--- src/sv/pgh_pkg.sv ---
// Shared types, constants and the character table of the planar geohash encoder.
package pgh_pkg;

    localparam int MAXC_W              = 31;
    localparam int BPA_W               = 5;
    localparam int GROUP_W             = 5;
    localparam int CHAR_W              = 8;
    localparam int DATA_W              = 32;
    localparam int ADDR_W              = 3;
    localparam int DEF_MAX_BITS        = 16;
    localparam int DEF_COORD_WIDTH     = 32;
    localparam logic [MAXC_W-1:0] MAXC_RESET = 31'h7fff_ffff;
    localparam logic [BPA_W-1:0]  BPA_RESET  = 5'd10;
    localparam logic [CHAR_W-1:0] ERR_CHAR   = 8'h00;

    localparam logic [32*CHAR_W-1:0] GH_ALPHA = "0123456789bcdefghjkmnpqrstuvwxyz";

    typedef enum logic {
        REG_MAX_COORD     = 1'b0,
        REG_BITS_PER_AXIS = 1'b1
    } t_reg_idx;

    typedef struct packed {
        logic vld;
        logic err;
    } t_tag;

    function automatic logic [CHAR_W-1:0] gh_char(input logic [GROUP_W-1:0] idx);
        logic [GROUP_W-1:0] pos;
        pos = 5'd31 - idx;
        return GH_ALPHA[CHAR_W*pos +: CHAR_W];
    endfunction

endpackage

--- src/sv/pgh_div_lane.sv ---
// One lane of the pipelined restoring divider that turns a coordinate into its segment index.
module pgh_div_lane
    import pgh_pkg::*;
#(
    parameter int MAX_BITS = DEF_MAX_BITS
) (
    input  logic              i_clk,
    input  logic              i_en,
    input  logic [MAXC_W-1:0] i_coord,
    input  logic [MAXC_W-1:0] i_div,
    output logic [MAX_BITS-1:0] o_quot
);

    logic [MAXC_W-1:0]   r_rem [MAX_BITS];
    logic [MAX_BITS-1:0] r_q   [MAX_BITS];
    logic [MAXC_W-1:0]   n_rem [MAX_BITS];
    logic [MAX_BITS-1:0] n_q   [MAX_BITS];

    always_comb begin
        logic [MAXC_W:0] t;
        logic            ge;
        for (int s = 0; s < MAX_BITS; s++) begin
            if (s == 0) begin
                t = {i_coord, 1'b0};
            end else begin
                t = {r_rem[s-1], 1'b0};
            end
            ge = (t >= {1'b0, i_div});
            n_rem[s] = ge ? MAXC_W'(t - {1'b0, i_div}) : t[MAXC_W-1:0];
            if (s == 0) begin
                n_q[s] = {{(MAX_BITS-1){1'b0}}, ge};
            end else begin
                n_q[s] = {r_q[s-1][MAX_BITS-2:0], ge};
            end
        end
    end

    always_ff @(posedge i_clk) begin
        if (i_en) begin
            for (int s = 0; s < MAX_BITS; s++) begin
                r_rem[s] <= n_rem[s];
                r_q[s]   <= n_q[s];
            end
        end
    end

    assign o_quot = r_q[MAX_BITS-1];

endmodule

--- config.mk ---
export PLATFORM = sky130hd
export DESIGN_NAME = pgh_div_lane
export DESIGN_NICKNAME = d
export VERILOG_FILES = /design/src/sv/pgh_pkg.sv /design/src/sv/pgh_div_lane.sv
export SDC_FILE = /design/constraint.sdc
export NUM_CORES = 2
export LEC_CHECK = 0
export ABC_AREA = 1
export BUFFER_PORTS_ARGS = -buffer_cell sky130_fd_sc_hd__buf_2
export CORE_UTILIZATION = 55
export DETAILED_ROUTE_END_ITERATION = 6
export GPL_TIMING_DRIVEN = 1
export PLACE_DENSITY = 0.71
export SYNTH_ARGS = -nofsm -noshare
export SYNTH_HDL_FRONTEND = slang
export SYNTH_SLANG_ARGS = --single-unit
--- constraint.sdc ---
create_clock -name i_clk -period 4.37 [get_ports i_clk]
set_input_delay 0 -clock i_clk [delete_from_list [all_inputs] [get_ports i_clk]]
set_output_delay 0 -clock i_clk [all_outputs]
set_load 0.1 [all_outputs]
After elaboration in Yosys (flattened, before gate mapping)
Memories as Yosys holds them, arrays and structs flattened.
Cells that the tools add are included.
Widths: inputs -> output; s select.
{ "word_totals": {"reg_bits": 0, "ramBits": 752, "inputBits": 64, "output_inout_bits": 16, "elab_cells": 52, "memories": 2} }
{ "memory_table": {"columns": ["memory", "words", "word_bits", "rd", "rd_clocked_by_memory_dff", "write_ports", "line", "source"], "rows": [
  ["r_rem", 16, 31, 15, 0, 16, "pgh_div_lane.sv:14", "logic [MAXC_W-1:0] r_rem [MAX_BITS];"],
  ["r_q", 16, 16, 16, 0, 16, "pgh_div_lane.sv:15", "logic [MAX_BITS-1:0] r_q [MAX_BITS];"]
]} }
{ "op_classes": {"addsub": 16, "order_cmp": 16, "n_mux": 18} }
{ "op_table": {"columns": ["operator", "count"], "rows": [
  ["$ge 32x31->1", 16],
  ["$mux 31", 16],
  ["$sub 31x31->31", 16],
  ["$mux 1", 2]
]} }

Depth between registers and ports, before layout
An unclocked memory read counts as a cell.
{ "logic_depth": {"depth_word": 3, "mapped_depth": 17, "ltp_nobuf": 15} }

Worst setup path after synthesis
Ideal clock, no wire load.
{ "synth_path": {"path_type": "input to register", "start": "input port i_div[0]", "end": "memory r_rem[10][25] (netlist: r_rem[1][87]), data pin", "setup_time_ns": 0.253, "arrival_time_ns": 3.337, "required_time_ns": 4.117, "path_slack_ns": 0.780, "path_stages": 17, "n_path_buf": 4, "cell_sequence": "inv_2 -> buf_2 -> buf_2 -> buf_1 -> fa_1 -> nand3_1 -> nand3_1 -> nand2_1 -> nand2_2 -> nand2_1 -> nand3_1 -> nand2_1 -> nand2_4 -> inv_4 -> buf_6 -> nand2_2 -> nand2_1"} }
{ "synth_rtl": {"columns": ["element", "line", "source"], "rows": [
  ["from (decl)", "pgh_div_lane.sv:10", "input logic [MAXC_W-1:0] i_div,"],
  ["to (decl)", "pgh_div_lane.sv:14", null]
]} }

==> results_dict.tcl <==
set metrics [dict create \
    status "finished clean" \
    period_needed_ns 3.08 \
    floorplan.die_area_sq_um 112000 \
    antenna_found_initial 4 \
    syn_nets 10200 \
    clkLatencyLatePin_ns 0.66 \
    p_int_uw 23000 \
    final_hold_viol_count 0 \
    finalInstanceArea_sq_um 65700 \
    cts_num_sinks 601 \
    slew_viol_final 0 \
    endpoint_kind "flip-flop" \
    syn_area_per_cell_sq_um 6.33 \
    hold_class "input port to flip-flop" \
    setup_viol 0 \
    grt-busiest-layer "met2" \
    p_leak_uw 0.0374 \
    numCtsBuffers 75 \
    cts-root-buf "clkbuf_16" \
    finalPower_uw 47200 \
    drt-total-wl_um 210000 \
    synth_cell_types 46 \
    io_buffers 79 \
    gp_congestion 1.03 \
    arrival_ns 3.49 \
    globalRouteOverflowTotal 0 \
    htreeDepth 3 \
    antenna_left 0 \
    initialDrtViolationCount 5578 \
    ys.flop_type "edfxtp_1" \
    dr.pass1.iters 7 \
    grt_use_met3_pct 5.18 \
    synthTopCellsByArea "edfxtp_1, nand2_1, inv_1" \
    start_util_pct 55.7 \
    cts_buffer_depth 3 \
    synthToLayoutAreaGrowth_pct 8.17 \
    fp.dieH_um 334 \
    path_max_fanout 27 \
    dpl_cell_area_sq_um 62900 \
    p_sw_share_pct 51.1 \
    path_class "flip-flop to flip-flop" \
    max_slew.worst_pin.slew_ns 0.947 \
    grt_max_degree 93 \
    met1_usage_pct 48.5 \
    pwr-share-seq_pct 26.1 \
    start_kind "flip-flop" \
    synthesis.instances 9600 \
    fmax_mhz 325 \
    place_hpwl_um 166000 \
    yosysWarnings 0 \
    required_ns 4.78 \
    viasPerCell 5.29 \
    grt_pass1_vias 55900 \
    die_w_um 334 \
    max_slew_margin_pct 36.8 \
    power_switching_uw 24100 \
    ir_drop_mv 0.459 \
    setup_tns_ns 0 \
    pwr-share-comb_pct 60.0 \
    regArea_sq_um 18000 \
    use_met2_pct 60.0 \
    synth_edf_count 601 \
    hold_slack_ns 0.182 \
    yosysSeqAreaShare_pct 29.7 \
    drc 0 \
    synth_top_area_cell "edfxtp_1" \
    cap_violations 0 \
    synth_async_sr_flop_share_pct 0 \
    clkTransAtPathRegs_ns 0.06 \
    fillers 10700 \
    synth.cell_area_sq_um 60700 \
    grt_pass1_wl_um 319000 \
    final_nets 10300 \
    fin_skew_ns 0.0269 \
    p_clk_share_pct 13.9 \
    final_core_util_pct 60.2 \
    synth-seq-cells 601 \
    ios 80 \
    synth_top_area_share_pct 29.7 \
    vias 59800 \
    rsz0062_at_grt "false" \
    rrSetupSlack_ns 1.29 \
    cts_tree "yes" \
    min_period_over_period_pct 70.4 \
    placementRows 121 \
    final_layout_size_suffix_gt1_share_pct 5.09 \
    multiInputGateArea_sq_um 35000 \
    wl_per_cell_um 18.6 \
    cellPowerDensity_nw_per_um2 718 \
    yosys-top-cells-count "nand2_1, inv_1, nand3_1, nor2_1, edfxtp_1" \
    core_area_sq_um 109000 \
    yosysMostFrequentCell "nand2_1" \
    grt.total_usage_pct 37.2 \
]
[cell families after synthesis]
family / after synthesis / share of synthesized area, %
buf+inv: 1898 / 12.7
simple gates: 6016 / 40.4
fa+ha+maj: 510 / 10.7
compound gates: 350 / 3.25
xor+xnor: 225 / 3.24
flops: 601 / 29.7
[critical path: stages (launching register included)]
cell      delay, ns
edfxtp_1       0.54
ha_1           0.53
nand2_2        0.17
inv_2          0.04
nand2_1        0.05
nand2_1        0.09
nand2_1        0.07
nand2_1        0.08
a21oi_4        0.33
nand3_4        0.43
buf_12         0.33
nand2_1        0.09
o21ai_2        0.06
[stage by stage]
step           setup slack [ns]  std cells
2_1_floorplan             0.780       9600
3_3_place_gp              0.941      11100
3_5_place_dp              0.849      11100
4_1_cts                    1.36      11300
5_1_grt                    1.10      11300
6_report                   1.29      11300
[layer usage]
metal	vias to the layer above	share of wire, %
li1	30000	-
met1	27000	42
met2	2318	44
met3	537	7.6
met4	4	5.7
met5	-	0.011
[flip-flops by register name, summed over array words and instances (netlist names)]
register  count
r_q         136
r_rem       465
[power by group through the flow]
stage	clock network, uW	logic (uW)	registers (uW)
after floorplan	0	21400	10900
after global routing	6820	31900	12300
after CTS	6640	27800	12200
after detailed placement	0	27700	12300
after global placement	0	27300	12400
final	6530	28300	12300
[placed cells by master, fill, tap and decap left out, drive strengths merged, types with 2 or more instances in the layout]
cell type,netlist,final
and2,70,70
buf,97,160
or2,25,25
dlygate4sd3,0,32
a21oi,262,262
inv,1788,1788
nand2,4445,4445
clkbuf,2,83
and3,7,7
bufinv,0,11
clkinvlp,0,6
edfxtp,601,601
fa,15,15
nand4,108,108
nor3,30,30
nand3b,52,52
ha,495,495
clkinv,11,43
o21ai,38,38
o21a,2,2
o21bai,44,44
nor2,649,649
nand3,629,629
xor2,224,224
[worst paths after layout]
path / start / endpoint / depth (start not counted)
hold / removal: i_coord[22] / r_rem[0][23]$_DFFE_PP_ / 4
hold reg to reg: r_q[1][19]$_DFFE_PP_ / r_q[1][36]$_DFFE_PP_ / 0
setup reg to reg: r_rem[1][110]$_DFFE_PP_ / r_rem[1][129]$_DFFE_PP_ / 12
setup / recovery: r_rem[1][110]$_DFFE_PP_ / r_rem[1][129]$_DFFE_PP_ / 12
[cell type report]
cell class,count,share of cell area (%)
Multi-Input combinational cell,7101,53.3
Sequential cell,601,27.5
Inverter,1799,10.3
Clock buffer,83,2.97
Tap cell,1476,2.81
Timing Repair Buffer,192,2.35
Clock inverter,49,0.853
Antenna cell,1,0.00381
[repair_timing]
action,in CTS,in global routing
endpoints found under the hold margin,100,0
hold buffers,32,0
setup buffers,0,0
gates resized for setup,0,0
Power figures use the tool's default switching activity.
