<file path="src/sv/pgh_pkg.sv">
// Shared types, constants and the character table of the planar geohash encoder.
package pgh_pkg;

    localparam int MAXC_W              = 31;
    localparam int BPA_W               = 5;
    localparam int GROUP_W             = 5;
    localparam int CHAR_W              = 8;
    localparam int DATA_W              = 32;
    localparam int ADDR_W              = 3;
    localparam int DEF_MAX_BITS        = 16;
    localparam int DEF_COORD_WIDTH     = 32;
    localparam logic [MAXC_W-1:0] MAXC_RESET = 31'h7fff_ffff;
    localparam logic [BPA_W-1:0]  BPA_RESET  = 5'd10;
    localparam logic [CHAR_W-1:0] ERR_CHAR   = 8'h00;

    localparam logic [32*CHAR_W-1:0] GH_ALPHA = "0123456789bcdefghjkmnpqrstuvwxyz";

    typedef enum logic {
        REG_MAX_COORD     = 1'b0,
        REG_BITS_PER_AXIS = 1'b1
    } t_reg_idx;

    typedef struct packed {
        logic vld;
        logic err;
    } t_tag;

    function automatic logic [CHAR_W-1:0] gh_char(input logic [GROUP_W-1:0] idx);
        logic [GROUP_W-1:0] pos;
        pos = 5'd31 - idx;
        return GH_ALPHA[CHAR_W*pos +: CHAR_W];
    endfunction

endpackage

</file>
<file path="src/sv/pgh_emit.sv">
// Merging stage: interleaves the lane results and sends the Base32 characters one per cycle.
module pgh_emit
    import pgh_pkg::*;
#(
    parameter int MAX_BITS = DEF_MAX_BITS,
    parameter int NW       = $clog2(MAX_BITS + 1)
) (
    input  logic                i_clk,
    input  logic                i_rst_n,
    input  logic                i_load,
    input  logic                i_err,
    input  logic [MAX_BITS-1:0] i_qx,
    input  logic [MAX_BITS-1:0] i_qy,
    input  logic [NW-1:0]       i_nbits,
    output logic                o_free,
    output logic                o_valid,
    output logic [CHAR_W-1:0]   o_char,
    output logic                o_last,
    output logic                o_err
);

    localparam int NCH  = (2 * MAX_BITS + GROUP_W - 1) / GROUP_W;
    localparam int WW   = NCH * GROUP_W;
    localparam int CNTW = $clog2(NCH + 1);

    logic            r_act;
    logic [WW-1:0]   r_sh;
    logic [CNTW-1:0] r_cnt;
    logic            r_err;
    logic            r_valid;
    logic [CHAR_W-1:0] r_char;
    logic            r_last;
    logic            r_oerr;

    logic [WW-1:0]   n_word;
    logic [CNTW-1:0] n_chars;
    logic [NW:0]     nb2;
    logic            at_last;

    assign nb2     = {i_nbits, 1'b0};
    assign at_last = (r_cnt == CNTW'(1));
    assign o_free  = !r_act || at_last;

    always_comb begin
        logic [WW-1:0] ileave;
        ileave = '0;
        for (int i = 0; i < MAX_BITS; i++) begin
            ileave[WW-1-2*i] = i_qx[MAX_BITS-1-i];
            ileave[WW-2-2*i] = i_qy[MAX_BITS-1-i];
        end
        n_word  = ileave & ~({WW{1'b1}} >> nb2);
        n_chars = '0;
        for (int k = 0; k < NCH; k++) begin
            if (32'(k * GROUP_W) < 32'(nb2)) begin
                n_chars = n_chars + CNTW'(1);
            end
        end
        if (i_err) begin
            n_chars = CNTW'(1);
        end
    end

    always_ff @(posedge i_clk) begin
        if (!i_rst_n) begin
            r_act   <= 1'b0;
            r_valid <= 1'b0;
        end else begin
            r_valid <= r_act;
            if (i_load) begin
                r_act <= 1'b1;
            end else if (at_last) begin
                r_act <= 1'b0;
            end
        end
    end

    always_ff @(posedge i_clk) begin
        if (r_act) begin
            r_char <= r_err ? ERR_CHAR : gh_char(r_sh[WW-1 -: GROUP_W]);
            r_last <= at_last;
            r_oerr <= r_err;
        end
        if (i_load) begin
            r_sh  <= n_word;
            r_cnt <= n_chars;
            r_err <= i_err;
        end else if (r_act) begin
            r_sh  <= r_sh << GROUP_W;
            r_cnt <= r_cnt - CNTW'(1);
        end
    end

    assign o_valid = r_valid;
    assign o_char  = r_char;
    assign o_last  = r_last;
    assign o_err   = r_oerr;

endmodule

</file>
<file path="config.mk">
export PLATFORM = sky130hd
export DESIGN_NAME = pgh_emit
export DESIGN_NICKNAME = d
export VERILOG_FILES = /design/src/sv/pgh_pkg.sv /design/src/sv/pgh_emit.sv
export SDC_FILE = /design/constraint.sdc
export NUM_CORES = 1
export LEC_CHECK = 0
export BUFFER_PORTS_ARGS = -buffer_cell sky130_fd_sc_hd__buf_2
export CAP_MARGIN = 20
export CORE_MARGIN = 5
export CORE_UTILIZATION = 50
export DETAILED_ROUTE_END_ITERATION = 10
export PLACE_DENSITY = 0.83
export SYNTH_ARGS = -nofsm -noshare
export SYNTH_HDL_FRONTEND = slang
export SYNTH_SLANG_ARGS = --single-unit
</file>
<file path="constraint.sdc">
create_clock -name i_clk -period 8.2 [get_ports i_clk]
set_input_delay 1.64 -clock i_clk [delete_from_list [all_inputs] [get_ports i_clk]]
set_output_delay 1.64 -clock i_clk [all_outputs]
set_load 0.02 [all_outputs]
</file>
* Word-level counts from Yosys, hierarchy flattened
Cells that the tools add are included.
** Word-level totals
- Register bits :: 51
- Input bits :: 41
- Output and inout bits :: 12
- Word-level logic and storage cells :: 46
** Operators by class
- Add/sub/neg operators :: 8
- $lt $le $gt $ge :: 7
- Eq/ne operators :: 1
- Shifts and indexed selects :: 2
- Muxes and demuxes :: 14
- Bitwise gates (word level) :: 2
- Reduce and logical (&&, ||, !) cells :: 4
** Operators by type and width (count)
- $shiftx 256x9->8 const A :: 1
- $mux 35 :: 2
- $and 35x35->35 :: 1
- $not 35->35 :: 1
- $shr 35x6->35 const A :: 1
- $mux 3 :: 9
- $add 3x1->3 const B :: 6
- $lt 5x6->1 const A :: 3
- $lt 4x6->1 const A :: 2
- $lt 1x6->1 const A :: 1
- $lt 3x6->1 const A :: 1
- $sub 5x5->5 const A :: 1
- $reduce_bool 2->1 :: 2
- $eq 3x1->1 const B :: 1
- $mux 1 :: 3
- $sub 3x1->3 const B :: 1
- $logic_not 1->1 :: 1
- $logic_or 1x1->1 :: 1

* Depth between registers and ports, before layout
Gate-level depths: netlist (run 1).
- Depth in word-level cells :: 16
- Mapped depth :: 16
- Depth with buffers taken out :: 14

* Worst setup path before layout (run 1)
No wires, ideal clock.
- Path type :: in2reg
- Start point :: input port i_nbits[2]
- End point :: register r_cnt[2], data pin
- Setup time :: 271 ps
- Arrival time :: 4348 ps
- Required time :: 7929 ps
- Path slack :: 3581 ps
- Stages on the path :: 16
- Path buffers :: 2
- Cell sequence :: clkbuf_4 > or3_4 > a21oi_1 > inv_1 > ha_1 > buf_2 > nand2_1 > o21ai_0 > ha_1 > xor2_1 > o221ai_2 > ha_1 > and3_1 > a211oi_2 > xnor2_1 > o22ai_1
** On the way
- Longest elaborated chain between the ends :: 16
- Elaborated cells on any way between the ends :: 22
- Classes of those cells :: 6 x add/sub; 7 x order compare; 9 x mux
** RTL lines
- start, declared :: RTL line pgh_emit.sv:14 : input logic [NW-1:0] i_nbits,
- $lt 1x6->1 :: RTL line pgh_emit.sv:54 : if (32'(k * GROUP_W) < 32'(nb2)) begin
- $mux 1 :: RTL line pgh_emit.sv:54
- $add 3x1->3 :: RTL line pgh_emit.sv:55 : n_chars = n_chars + CNTW'(1);
- $mux 3 :: RTL line pgh_emit.sv:54
- $add 3x1->3 :: RTL line pgh_emit.sv:55
- $mux 3 :: RTL line pgh_emit.sv:54
- $add 3x1->3 :: RTL line pgh_emit.sv:55
- $mux 3 :: RTL line pgh_emit.sv:54
- $add 3x1->3 :: RTL line pgh_emit.sv:55
- $mux 3 :: RTL line pgh_emit.sv:54
- $add 3x1->3 :: RTL line pgh_emit.sv:55
- $mux 3 :: RTL line pgh_emit.sv:54
- $add 3x1->3 :: RTL line pgh_emit.sv:55
- $mux 3 (*) :: RTL line pgh_emit.sv:54
- $mux 3 (*) :: RTL line pgh_emit.sv:58 : if (i_err) begin
- $mux 3 (*) :: RTL line pgh_emit.sv:83 : if (i_load) begin
- end signal, assigned :: RTL line pgh_emit.sv:85 : r_cnt <= n_chars;
- end signal, assigned :: RTL line pgh_emit.sv:89 : r_cnt <= r_cnt - CNTW'(1);
- end, declared :: RTL line pgh_emit.sv:28 : logic [CNTW-1:0] r_cnt;
Mark *: on every way between the ends. The rest lies on a longest branch, timed or not.
A chain may end at the register's enable or synchronous reset.

* Final worst setup path (run 1)
- Start point :: input port i_nbits[4]
- End point :: register r_cnt[2], data pin
The elaborated chain is that of the path after synthesis.

==> results.rst, run 1 <==
.. list-table::
   :header-rows: 1

   * - Metric
     - Value
   * - Detailed router's first-iteration violation count
     - a little over 100
   * - Clock buffer depth
     - 2
   * - Final count of negative-setup-slack endpoints
     - 0
   * - Avg Vias per Cell
     - 5.24
   * - Placement-stage worst setup slack
     - 3.25 ns
   * - Routability congestion estimate from global placement
     - 0.872
   * - Final ANT Viol Nets
     - 0
   * - Initial Utilization
     - 51.6%
   * - Path category of the worst min-delay check
     - flip-flop to flip-flop
   * - Area of all placed cells without fillers
     - 3000 µm²
   * - Cts bufs inserted
     - 5
   * - Number of DRC violations after detailed routing
     - 0
   * - Register clock-pin slew on the reported worst setup and hold paths
     - 0.08 ns
   * - Share of post-route cells with drive strength above 1
     - 24.2%
   * - Yosys warning count
     - 0
   * - Via count of the first global-routing pass
     - 1753
   * - Nets
     - about 350
   * - Final Critical Period
     - 4.74 ns
   * - Portion of the post-synthesis area used by sequential elements
     - 52.8%
   * - I/O pin total
     - 53
   * - Maximum number of pins on one net before global-route repair
     - between 60 and 70
   * - Setup repair after global routing missed its margin
     - no
   * - Transition at the pin with the smallest max-transition slack
     - 0.998 ns
   * - HPWL Detailed
     - 3700 µm
   * - Number of antenna violations at the first check in global routing
     - 0
   * - Total Routing Usage GR
     - between 15 and 20%
   * - Final setup slack of the worst path
     - about 3.5 ns
   * - Core Footprint
     - around 5100 µm²
   * - Count of cells resized by post-cts repair
     - 0
   * - Headroom to the max-slew limit
     - 33.5%
   * - Maxcap violations
     - 0
   * - Number of vias in the routed layout
     - between 1500 and 2000
   * - Number of nets in the synthesized netlist
     - 308
   * - Overall power of the completed layout
     - 604 µW
   * - Cell variety after synth
     - 49
   * - Total detailed-routing wirelength
     - 5090 µm
   * - Average wire length per cell after detail routing
     - between 10 and 15 µm
   * - LEAKAGE
     - 0.00130 µW
   * - Register cell area after layout
     - 1390 µm²
   * - Latest clock arrival within the worst-skew pair
     - 0.30 ns
   * - Timing-limited maximum frequency
     - 211 MHz
   * - CP max FO
     - 19
   * - Number of instances in the synthesized netlist
     - roughly 260
   * - Power Dens Cells
     - approximately 200 nW/µm²
   * - Worst setup SP type
     - input pin
   * - First-pass GRT wire length
     - 8040 µm
   * - Setup TNS
     - 0 ns
   * - Final critical-path share of the clock period
     - 57.8%
   * - Placed instance area
     - 2870 µm²
   * - Total area of multi-input combinational cells
     - 982 µm²
   * - Filler cells
     - roughly 430
   * - Worst Skew
     - 0.00801 ns
   * - Maximum ir drop on the vdd rail
     - 101 µV
   * - Number of flip-flops and latches in the synthesized netlist
     - 47
   * - Antenna diode count
     - 0
   * - Synthesis-to-layout area growth
     - 13.7%
   * - Type of the setup path with the least slack
     - input pin to flip-flop
   * - Clock sink count
     - 47
   * - Depth of the CTS H-tree
     - 2
   * - Clk root buf
     - clkbuf_8
   * - Die height
     - 82.6 µm
   * - Global route total overflow
     - 0
   * - # port buffers
     - 51
   * - DIE AREA
     - 6830 µm²
   * - Clock tree from TritonCTS
     - built
   * - Hold_ws
     - 0.593 ns
   * - Required time at the worst-slack endpoint
     - between 8 and 9 ns
   * - Fin. max-slew vios
     - 0
   * - Data arrival time of the worst path
     - 4.74 ns
   * - Number of rows in the core area
     - 26
   * - Post-Syn Area per Cell
     - 10.2 µm²
   * - Run status
     - complete, no violations
   * - DIE WIDTH
     - 82.6 µm
   * - Hold-fix buffers at CTS
     - 0
   * - Cell area after synthesis
     - 2640 µm²
   * - Endpoints failing hold
     - 0
   * - First-pass detailed-route iteration total
     - 4
   * - Capturing element type of the critical path
     - flip-flop
   * - # Post-CTS Setup Buffers
     - 0
[per-stage QoR]
| stage | utilization (%) | instances |
|---|---|---|
| after global placement | 56.1 | 360 |
| after CTS | 58.7 | 368 |
| after floorplan | - | 258 |
| after global routing | 58.7 | 368 |
| after detailed placement | 56.1 | 360 |
| final | 58.7 | 368 |
[sequential cells by signal, summed over array words and instances (netlist names)]
| signal | flops |
|---|---|
| r_act | 1 |
| r_sh | 32 |
| r_cnt | 3 |
| o_last | 1 |
| o_valid | 1 |
| o_char | 7 |
| o_err | 1 |
| r_err | 1 |
[where the power goes]
group | switching (µW) | internal, µW
sequential | 13.1 | 295
combinational | 57.6 | 41.7
clock | 75.2 | 122
total | 146 | 458
[synthesized netlist by cell type, drive strengths merged]
cell	n	area share (%)
a221oi	2	0.66
ha	9	4.3
buf	7	2.1
nand4b	1	0.33
a31o	1	0.33
nor4	1	0.81
nor3	3	0.57
nand2	26	3.7
and3	6	1.4
mux2i	1	0.38
or2	4	1.0
xnor2	4	1.3
a21o	2	0.62
xor2	2	0.66
o21ai	8	1.5
inv	40	5.7
nand2b	3	0.71
nor2b	2	0.47
edfxtp	45	51
and4b	1	0.52
a2bb2oi	1	0.33
and4bb	1	0.47
clkbuf	12	2.2
nand3	6	1.1
and3b	1	0.47
o221ai	1	0.57
o21a	2	0.57
a211oi	3	1.0
a31oi	1	0.81
dfxtp	2	1.5
or3	1	0.43
o22ai	25	5.9
a21oi	12	2.3
nor3b	2	0.57
nor2	16	2.3
o22a	1	0.33
and2	2	0.52
conb	1	0.14
[worst paths after layout]
check	end	depth (start not counted)	slack, ns	start
worst min register to register	r_sh[28]$_DFFE_PP_	2	0.59	r_sh[23]$_DFFE_PP_
worst max-delay path	r_cnt[2]$_DFFE_PP_	15	3.46	i_nbits[4]
worst min-delay path	r_sh[28]$_DFFE_PP_	2	0.59	r_sh[23]$_DFFE_PP_
worst max register to register	r_sh[26]$_DFFE_PP_	1	6.48	r_act$_SDFFE_PN0P_
[cell families (layout without fill, tap and decap cells)]
kind of cell | after synthesis | count (layout) | synth area share, %
buffers and inverters | 59 | 99 | 10.0
flip-flops | 47 | 47 | 52.8
adder cells (fa/ha/maj) | 9 | 9 | 4.27
AO/OA/AOI/OAI | 59 | 59 | 15.0
XOR/XNOR | 6 | 6 | 1.99
other | 1 | 1 | 0.142
multiplexers | 1 | 1 | 0.380
AND/OR/NAND/NOR | 76 | 76 | 15.5
[layout by cell type, fill, tap and decap left out, drive strengths merged, types with 2 or more instances in the layout]
cell type	count
edfxtp	45
nor3	3
clkbuf	6
and2	2
and3	6
nand2	26
nand2b	3
o22ai	25
xor2	2
a21oi	12
a221oi	2
or2	4
buf	51
xnor2	4
o21a	2
o21ai	8
ha	9
inv	40
dfxtp	2
bufinv	2
nand3	6
a211oi	3
nor2b	2
nor3b	2
nor2	16
a21o	2
[metal layers]
layer / vias to the layer above / wire length, µm / part of all wire [%] / GRT usage, %
met2: 57 / 2710 / 53 / 27.8
li1: 973 / - / - / -
met1: 894 / 1970 / 39 / 19.3
met4: 0 / 52 / 1.0 / 3.92
met5: - / 0 / 0 / 0
met3: 5 / 350 / 6.9 / 3.80
[worst max-delay path, stage by stage]
cell and delay, ns:
buf_2 0.21, or3_4 0.38, a21oi_1 0.24, inv_1 0.10, ha_1 0.41, nand2_1 0.09
o21ai_0 0.09, ha_1 0.33, xor2_1 0.22, o221ai_2 0.14, ha_1 0.24, and3_1 0.19
a211oi_2 0.20, xnor2_1 0.16, o22ai_1 0.10
[area by class of cell]
cell class | instances | area share (%)
multi-input combinational | 152 | 32.7
inverter | 40 | 5.01
sequential | 47 | 46.4
tap | 70 | 2.92
timing repair buffer | 51 | 8.51
clock inverter | 2 | 2.00
clock buffer | 6 | 2.42
No activity file was read; power rests on OpenSTA's default activity.
==> inputs of run 2 (changes only) <==
- clock period: 8.2 -> 4.8 ns (I/O delays scaled with it)
==> run 2 against run 1 <==
Effect of this change:
- final area up 0.25%
- largest power group unchanged
- clock-buffer cell count unchanged
- via count is 0.26% lower
- cell count rose by 0.27%
- register-to-register slack got worse by 3.4 ns
- setup slack worse by 2.7 ns
- critical endpoint unchanged
- global-route usage increased by 0.49 points
==> results.rst, run 2 (synthesis gave the netlist of run 1 again) <==
.. list-table::
   :header-rows: 1

   * - Metric
     - Value
   * - Final Critical Period
     - 4.01 ns
   * - CP max FO
     - 12
   * - Clock group share of total power
     - approximately a third
   * - Placed instance area
     - 2870 µm²
   * - I/O pin total
     - 53
   * - Internal Dissipation
     - 783 µW
   * - HPWL Detailed
     - ~3700 µm
   * - Hold_ws
     - 0.595 ns
   * - First-pass GRT wire length
     - 8130 µm
   * - Headroom to the max-slew limit
     - 46.3%
   * - Setup TNS
     - 0 ns
   * - Share of power burned in combinational logic
     - 16.6%
   * - Depth of the CTS H-tree
     - 2
   * - Number of vias in the routed layout
     - 1924
   * - Required time at the worst-slack endpoint
     - 4.83 ns
   * - DIE WIDTH
     - a little over 80 µm
   * - Most flop-heavy register
     - r_sh
   * - Clock tree from TritonCTS
     - built
   * - Type of the setup path with the least slack
     - input pin to flip-flop
   * - First-pass detailed-route iteration total
     - 4
   * - Run status
     - complete, no violations
   * - Path category of the worst min-delay check
     - flip-flop to flip-flop
   * - Via count of the first global-routing pass
     - between 1500 and 2000
   * - Core Footprint
     - between 5000 and 6000 µm²
   * - Final count of negative-setup-slack endpoints
     - 0
   * - Net switching power
     - 248 µW
   * - Hold-fix buffers at CTS
     - 0
   * - LEAKAGE
     - 0.00130 µW
   * - Routability congestion estimate from global placement
     - 0.871
   * - Average wire length per cell after detail routing
     - 14.0 µm
   * - # port buffers
     - 51
   * - Area of all placed cells without fillers
     - between 3000 and 4000 µm²
   * - # Post-CTS Setup Buffers
     - 0
   * - Share of total power in sequential cells
     - 51.0%
   * - Transition at the pin with the smallest max-transition slack
     - 0.806 ns
   * - Global route total overflow
     - 0
   * - Total Routing Usage GR
     - between 15 and 20%
   * - Fin. max-slew vios
     - 0
   * - Leading cell types in the layout, fill and taps excluded
     - buf_2 (51), edfxtp_1 (45), inv_1 (40)
   * - Final critical-path share of the clock period
     - a little over four fifths
   * - Synthesis-to-layout area growth
     - 14.0%
   * - Register clock-pin slew on the reported worst setup and hold paths
     - 0.08 ns
   * - Count of cells resized by post-cts repair
     - 0
   * - Clock sink count
     - 47
   * - CP max stage delay
     - approximately 0.43 ns
   * - Cts bufs inserted
     - 5
   * - Data arrival time of the worst path
     - 4.04 ns
   * - Worst setup SP type
     - input pin
   * - Maxcap violations
     - 0
   * - Share of post-route cells with drive strength above 1
     - between 20% and 30%
   * - Antenna diode count
     - 0
   * - Final ANT Viol Nets
     - 0
   * - Initial Utilization
     - 51.6%
   * - Number of DRC violations after detailed routing
     - 0
   * - Clk root buf
     - clkbuf_8
   * - Critical path's slowest cell
     - or3_4
   * - Total detailed-routing wirelength
     - ~5200 µm
   * - Avg Vias per Cell
     - 5.21
   * - Power Dens Cells
     - roughly 340 nW/µm²
   * - Clock buffer depth
     - 2
   * - DIE AREA
     - 6830 µm²
   * - Nets
     - 348
   * - Timing-limited maximum frequency
     - 249 MHz
   * - Flip-flop count of the largest register after layout
     - 32
   * - Maximum number of pins on one net before global-route repair
     - 67
   * - Detailed router's first-iteration violation count
     - 90
   * - Most frequent CP cell
     - ha_1
   * - Latest clock arrival within the worst-skew pair
     - 0.30 ns
   * - Worst Skew
     - 0.00707 ns
   * - Endpoints failing hold
     - 0
   * - Maximum ir drop on the vdd rail
     - between 200 and 250 µV
   * - Most common cell after layout, fill and taps aside
     - buf_2
   * - Capturing element type of the critical path
     - flip-flop
   * - Cell-by-cell trace of the critical path
     - buf_2 -> or3_4 -> a21oi_1 -> inv_1 -> ha_1 -> nand2_1 -> o21ai_0 -> ha_1 -> xor2_1 -> o221ai_2 -> ha_1 -> and3_1 -> a211oi_2 -> xnor2_1 -> o22ai_1
   * - Number of rows in the core area
     - 26
   * - Switching power share of the total
     - 24.0%
   * - Setup repair after global routing missed its margin
     - no
   * - Number of antenna violations at the first check in global routing
     - 0
   * - Die height
     - approximately 83 µm
[run 2: layout make-up]
class / count / area (µm²)
multi-input cells: 152 / 982
clock buffers: 6 / 72.6
inverters: 40 / 150
repair buffers: 52 / 263
clock inverters: 2 / 60.1
well taps: 70 / 87.6
fillers: 434 / 2100
flip-flops and latches: 47 / 1390
[run 2: power groups by stage]
| stage | logic [µW] | registers [µW] | clock network, µW |
|---|---|---|---|
| after floorplan | 121 | 535 | 0 |
| after global placement | 163 | 532 | 0 |
| after detailed placement | 170 | 535 | 0 |
| after CTS | 173 | 526 | 338 |
| after global routing | 192 | 530 | 358 |
| final | 171 | 526 | 334 |
[run 2: worst paths after layout]
kind	slack, ns	to	from	cells after the start
setup / recovery	0.79	r_cnt[2]$_DFFE_PP_	i_nbits[2]	15
hold / removal	0.60	r_sh[28]$_DFFE_PP_	r_sh[23]$_DFFE_PP_	2
setup reg to reg	3.07	r_sh[20]$_DFFE_PP_	r_act$_SDFFE_PN0P_	1
hold reg to reg	0.60	r_sh[28]$_DFFE_PP_	r_sh[23]$_DFFE_PP_	2
[run 2: stage by stage]
stage	instances	setup WS, ns	utilization, %	total power, µW
floorplan	258	0.861	-	656
global placement	361	0.715	56.3	695
detailed placement	361	0.562	56.3	705
CTS	369	0.780	58.9	1040
global route	369	0.625	58.9	1080
finish	369	0.790	58.9	1030
[run 2: critical path, delay by kind of cell]
family,cells,cell delay (ns)
fa+ha+maj,3,1.00
compound gates,5,0.74
simple gates,3,0.70
xor+xnor,2,0.33
buf+inv,2,0.29
[run 2: layer usage]
layer	part of all wire [%]	global-route usage (%)
met5	0	0
met4	3.5	8.33
met3	7.6	4.88
met2	52	28.0
met1	37	18.0
==> inputs of run 3 (changes only) <==
- ABC_AREA: unset -> 1
- CORE_UTILIZATION: 50 -> 49
- PLACE_DENSITY: 0.83 -> 0.85
- clock period: 4.8 -> 3.4 ns (I/O delays scaled with it)
==> run 3 against run 2 <==
Effect of this change:
- synthesized cell count increased by 6.2%
- global-route usage increased by 1.1 points
- die area decreased by 2.3%
- register-to-register slack got worse by 1.4 ns
- sequential cell count unchanged
- setup slack got worse by 0.38 ns
- critical path depth increased by 6
- sequential power increased by 40%
- clock skew about the same
- sequential share of layout area increased by 0.76 points
- cell count increased by 8.7%
- clock power about the same
- critical endpoint is now r_cnt[1]$_DFFE_PP_
- largest cell class unchanged
- largest power group unchanged
==> results.rst, run 3 <==
.. list-table::
   :header-rows: 1

   * - Metric
     - Value
   * - Flip-flop count of the largest register after layout
     - 32
   * - Number of vias in the routed layout
     - 2056
   * - Number of antenna violations at the first check in global routing
     - 0
   * - Clock tree from TritonCTS
     - built
   * - Clock group share of total power
     - ~25%
   * - Post-Syn Area per Cell
     - slightly above 9 µm²
   * - Setup repair after global routing missed its margin
     - no
   * - Synthesis-to-layout area growth
     - 17.4%
   * - Post-synth top flop
     - edfxtp_1
   * - Area of all placed cells without fillers
     - 2960 µm²
   * - Path category of the worst min-delay check
     - flip-flop to flip-flop
   * - Hold-fix buffers at CTS
     - 0
   * - Data arrival time of the worst path
     - 3.06 ns
   * - Total area of multi-input combinational cells
     - 966 µm²
   * - Switching power share of the total
     - 27.7%
   * - Initial Utilization
     - 50.0%
   * - LEAKAGE
     - 0.00139 µW
   * - Placed instance area
     - approximately 2900 µm²
   * - Final critical-path share of the clock period
     - 88.1%
   * - Non-filler instance count after layout
     - around 400
   * - Average wire length per cell after detail routing
     - 13.3 µm
   * - Nets
     - 380
   * - Yosys warning count
     - 0
   * - Area share of the largest cell type after synthesis
     - between 50% and 60%
   * - # Post-CTS Setup Buffers
     - 0
   * - Final Critical Period
     - 2.99 ns
   * - Cell variety after synth
     - 32
   * - Cts bufs inserted
     - 5
   * - Startpoint of the worst register-to-register path
     - r_act$_SDFFE_PN0P_
   * - Setup TNS
     - 0 ns
   * - Headroom to the max-slew limit
     - a little under half
   * - Most frequent cells after synthesis
     - nand2_1 (86), edfxtp_1 (45), inv_1 (31)
   * - Portion of the post-synthesis area used by sequential elements
     - 55.2%
   * - Overall power of the completed layout
     - around 1300 µW
   * - Cell area after synthesis
     - 2520 µm²
   * - Share of total power in sequential cells
     - 56.3%
   * - Type of the setup path with the least slack
     - input pin to flip-flop
   * - Internal Dissipation
     - 946 µW
   * - Clock sink count
     - 47
   * - Via count of the first global-routing pass
     - 2059
   * - Register clock-pin slew on the reported worst setup and hold paths
     - approximately 0.09 ns
   * - Latest clock arrival within the worst-skew pair
     - slightly above 0.3 ns
   * - Hold wc startpoint
     - r_sh[17]$_DFFE_PP_
   * - Synth area leader
     - edfxtp_1
   * - Core Footprint
     - 5040 µm²
   * - Worst reg2reg path endpoint
     - r_sh[32]$_DFFE_PP_
   * - Run status
     - complete, no violations
   * - EDFF count, synth
     - 45
   * - Number of DRC violations after detailed routing
     - 0
   * - Number of rows in the core area
     - 26
   * - Maxcap violations
     - 0
   * - Count of cells along the worst register-to-register path
     - 1
   * - # port buffers
     - 51
   * - Die height
     - 81.7 µm
   * - Register cell area after layout
     - around 1400 µm²
   * - Fin. max-slew vios
     - 0
   * - Filler cells
     - 424
   * - Maximum ir drop on the vdd rail
     - 313 µV
   * - Number of placed instances, taps included
     - 393
   * - Antenna diode count
     - 0
   * - First-pass detailed-route iteration total
     - 5
   * - Global route total overflow
     - 0
   * - Clock buffer depth
     - 2
   * - Final ANT Viol Nets
     - 0
   * - Most flop-heavy register
     - r_sh
   * - HPWL Detailed
     - about 4000 µm
   * - Routability congestion estimate from global placement
     - 0.954
   * - Most common cell after layout, fill and taps aside
     - nand2_1
   * - Power Dens Cells
     - between 400 and 500 nW/µm²
   * - Transition at the pin with the smallest max-transition slack
     - 0.823 ns
   * - Hold EP
     - r_sh[22]$_DFFE_PP_
   * - Endpoints failing hold
     - 0
   * - Leading cell types in the layout, fill and taps excluded
     - nand2_1 (86), buf_2 (51), edfxtp_1 (45)
   * - Async set or reset register ratio after synthesis
     - 0%
   * - Count of cells resized by post-cts repair
     - 0
   * - Maximum number of pins on one net before global-route repair
     - 36
   * - Final Core Density
     - 58.7%
   * - Setup slack of the most critical reg-to-reg path
     - 1.67 ns
   * - Total Routing Usage GR
     - 17.3%
   * - DIE WIDTH
     - 81.7 µm
   * - Worst setup SP type
     - input pin
   * - Clk root buf
     - clkbuf_8
   * - Required time at the worst-slack endpoint
     - 3.47 ns
   * - Timing-limited maximum frequency
     - 334 MHz
   * - Most common cell in the synthesized netlist
     - nand2_1
   * - Avg Vias per Cell
     - around 5
   * - Net switching power
     - 363 µW
   * - Capturing element type of the critical path
     - flip-flop
   * - Total detailed-routing wirelength
     - 5330 µm
   * - Number of flip-flops and latches in the synthesized netlist
     - 47
   * - Worst hold path depth
     - 2
   * - Leading cell types by total area after synthesis
     - edfxtp_1 (54%), nand2_1 (13%), nand3_1 (5.0%)
   * - Number of nets in the synthesized netlist
     - 324
   * - First-pass GRT wire length
     - 8740 µm
   * - Detailed router's first-iteration violation count
     - 153
   * - I/O pin total
     - 53
   * - Worst Skew
     - 0.00681 ns
   * - CP max FO
     - 4
   * - DIE AREA
     - around 6700 µm²
   * - Share of power burned in combinational logic
     - 18.4%
   * - Final count of negative-setup-slack endpoints
     - 0
   * - Number of instances in the synthesized netlist
     - 274
   * - Depth of the CTS H-tree
     - 2
   * - Share of post-route cells with drive strength above 1
     - a little under a quarter
## run 3: cell types whose count changed after synthesis, moves of 3 or more
| cell | delta |
|---|---|
| o21ai_0 | +10 |
| nand3_1 | +19 |
| nand2b_1 | -3 |
| clkbuf_1 | -5 |
| nor3_1 | -3 |
| and3_1 | -6 |
| o22ai_1 | -25 |
| nand2_1 | +60 |
| inv_1 | -9 |
| a21oi_1 | -3 |
## run 3: layout make-up
class / instances / share of cell area [%]
flip-flops and latches: 47 / 47.0
repair buffers: 58 / 10.4
clock buffers: 6 / 2.45
well taps: 70 / 2.96
clock inverters: 2 / 0.423
multi-input cells: 186 / 32.7
inverters: 32 / 4.06
## run 3: worst max-delay path by stage
| stage | from | end | slack, ns | cells after the start |
|---|---|---|---|---|
| 3_5_place_dp | i_nbits[2] | r_cnt[1]$_DFFE_PP_ | 0.04 | 22 |
| 6_report | i_nbits[2] | r_cnt[1]$_DFFE_PP_ | 0.41 | 21 |
| 2_1_floorplan | i_nbits[4] | r_cnt[1]$_DFFE_PP_ | 0.14 | 22 |
| 5_1_grt | i_nbits[2] | r_cnt[1]$_DFFE_PP_ | 0.08 | 21 |
| 3_3_place_gp | i_nbits[2] | r_cnt[1]$_DFFE_PP_ | 0.21 | 21 |
| 4_1_cts | i_nbits[2] | r_cnt[1]$_DFFE_PP_ | 0.36 | 22 |
## run 3: cells by family after synthesis
| family | Yosys count | share of synthesized area, % |
|---|---|---|
| compound gates | 38 | 9.34 |
| buf+inv | 41 | 6.90 |
| flops | 47 | 55.2 |
| xor+xnor | 3 | 1.04 |
| fa+ha+maj | 9 | 4.47 |
| simple gates | 135 | 22.9 |
| other cells | 1 | 0.149 |
## run 3: critical path: stages
cell and delay, ns:
buf_2 0.13, nor2_4 0.12, inv_1 0.06, nor2_1 0.14, nand2_1 0.13, ha_4 0.31, nand3_1 0.12, nand3_1 0.14
nand2_1 0.07, ha_1 0.29, inv_1 0.05, nand2_1 0.04, nand2_1 0.07, nand2_1 0.06, nand3_2 0.07, nand2_1 0.06
ha_1 0.28, nor2_1 0.10, nor2_1 0.05, nand2_1 0.06, nand2_1 0.04
## run 3: routing by layer
metal	part of all wire (%)	track usage [%]	routed length, µm	vias to the layer above
li1	-	-	-	1020
met1	41	20.5	2160	931
met2	48	29.9	2550	95
met3	9.8	5.37	523	10
met4	1.9	5.98	102	0
met5	0	0	0	-
## run 3: metrics by stage
step,hold WS [ns],setup slack [ns]
global route,0.550,0.0780
detailed placement,0.508,0.0388
floorplan,0.495,0.143
finish,0.529,0.406
CTS,0.530,0.358
global placement,0.499,0.209
## run 3: power by group through the flow
| stage | logic (µW) | registers [µW] | clock network, µW |
|---|---|---|---|
| finish | 241 | 738 | 331 |
| global placement | 229 | 747 | 0 |
| floorplan | 153 | 757 | 0 |
| CTS | 240 | 738 | 337 |
| global route | 278 | 743 | 362 |
| detailed placement | 239 | 751 | 0 |
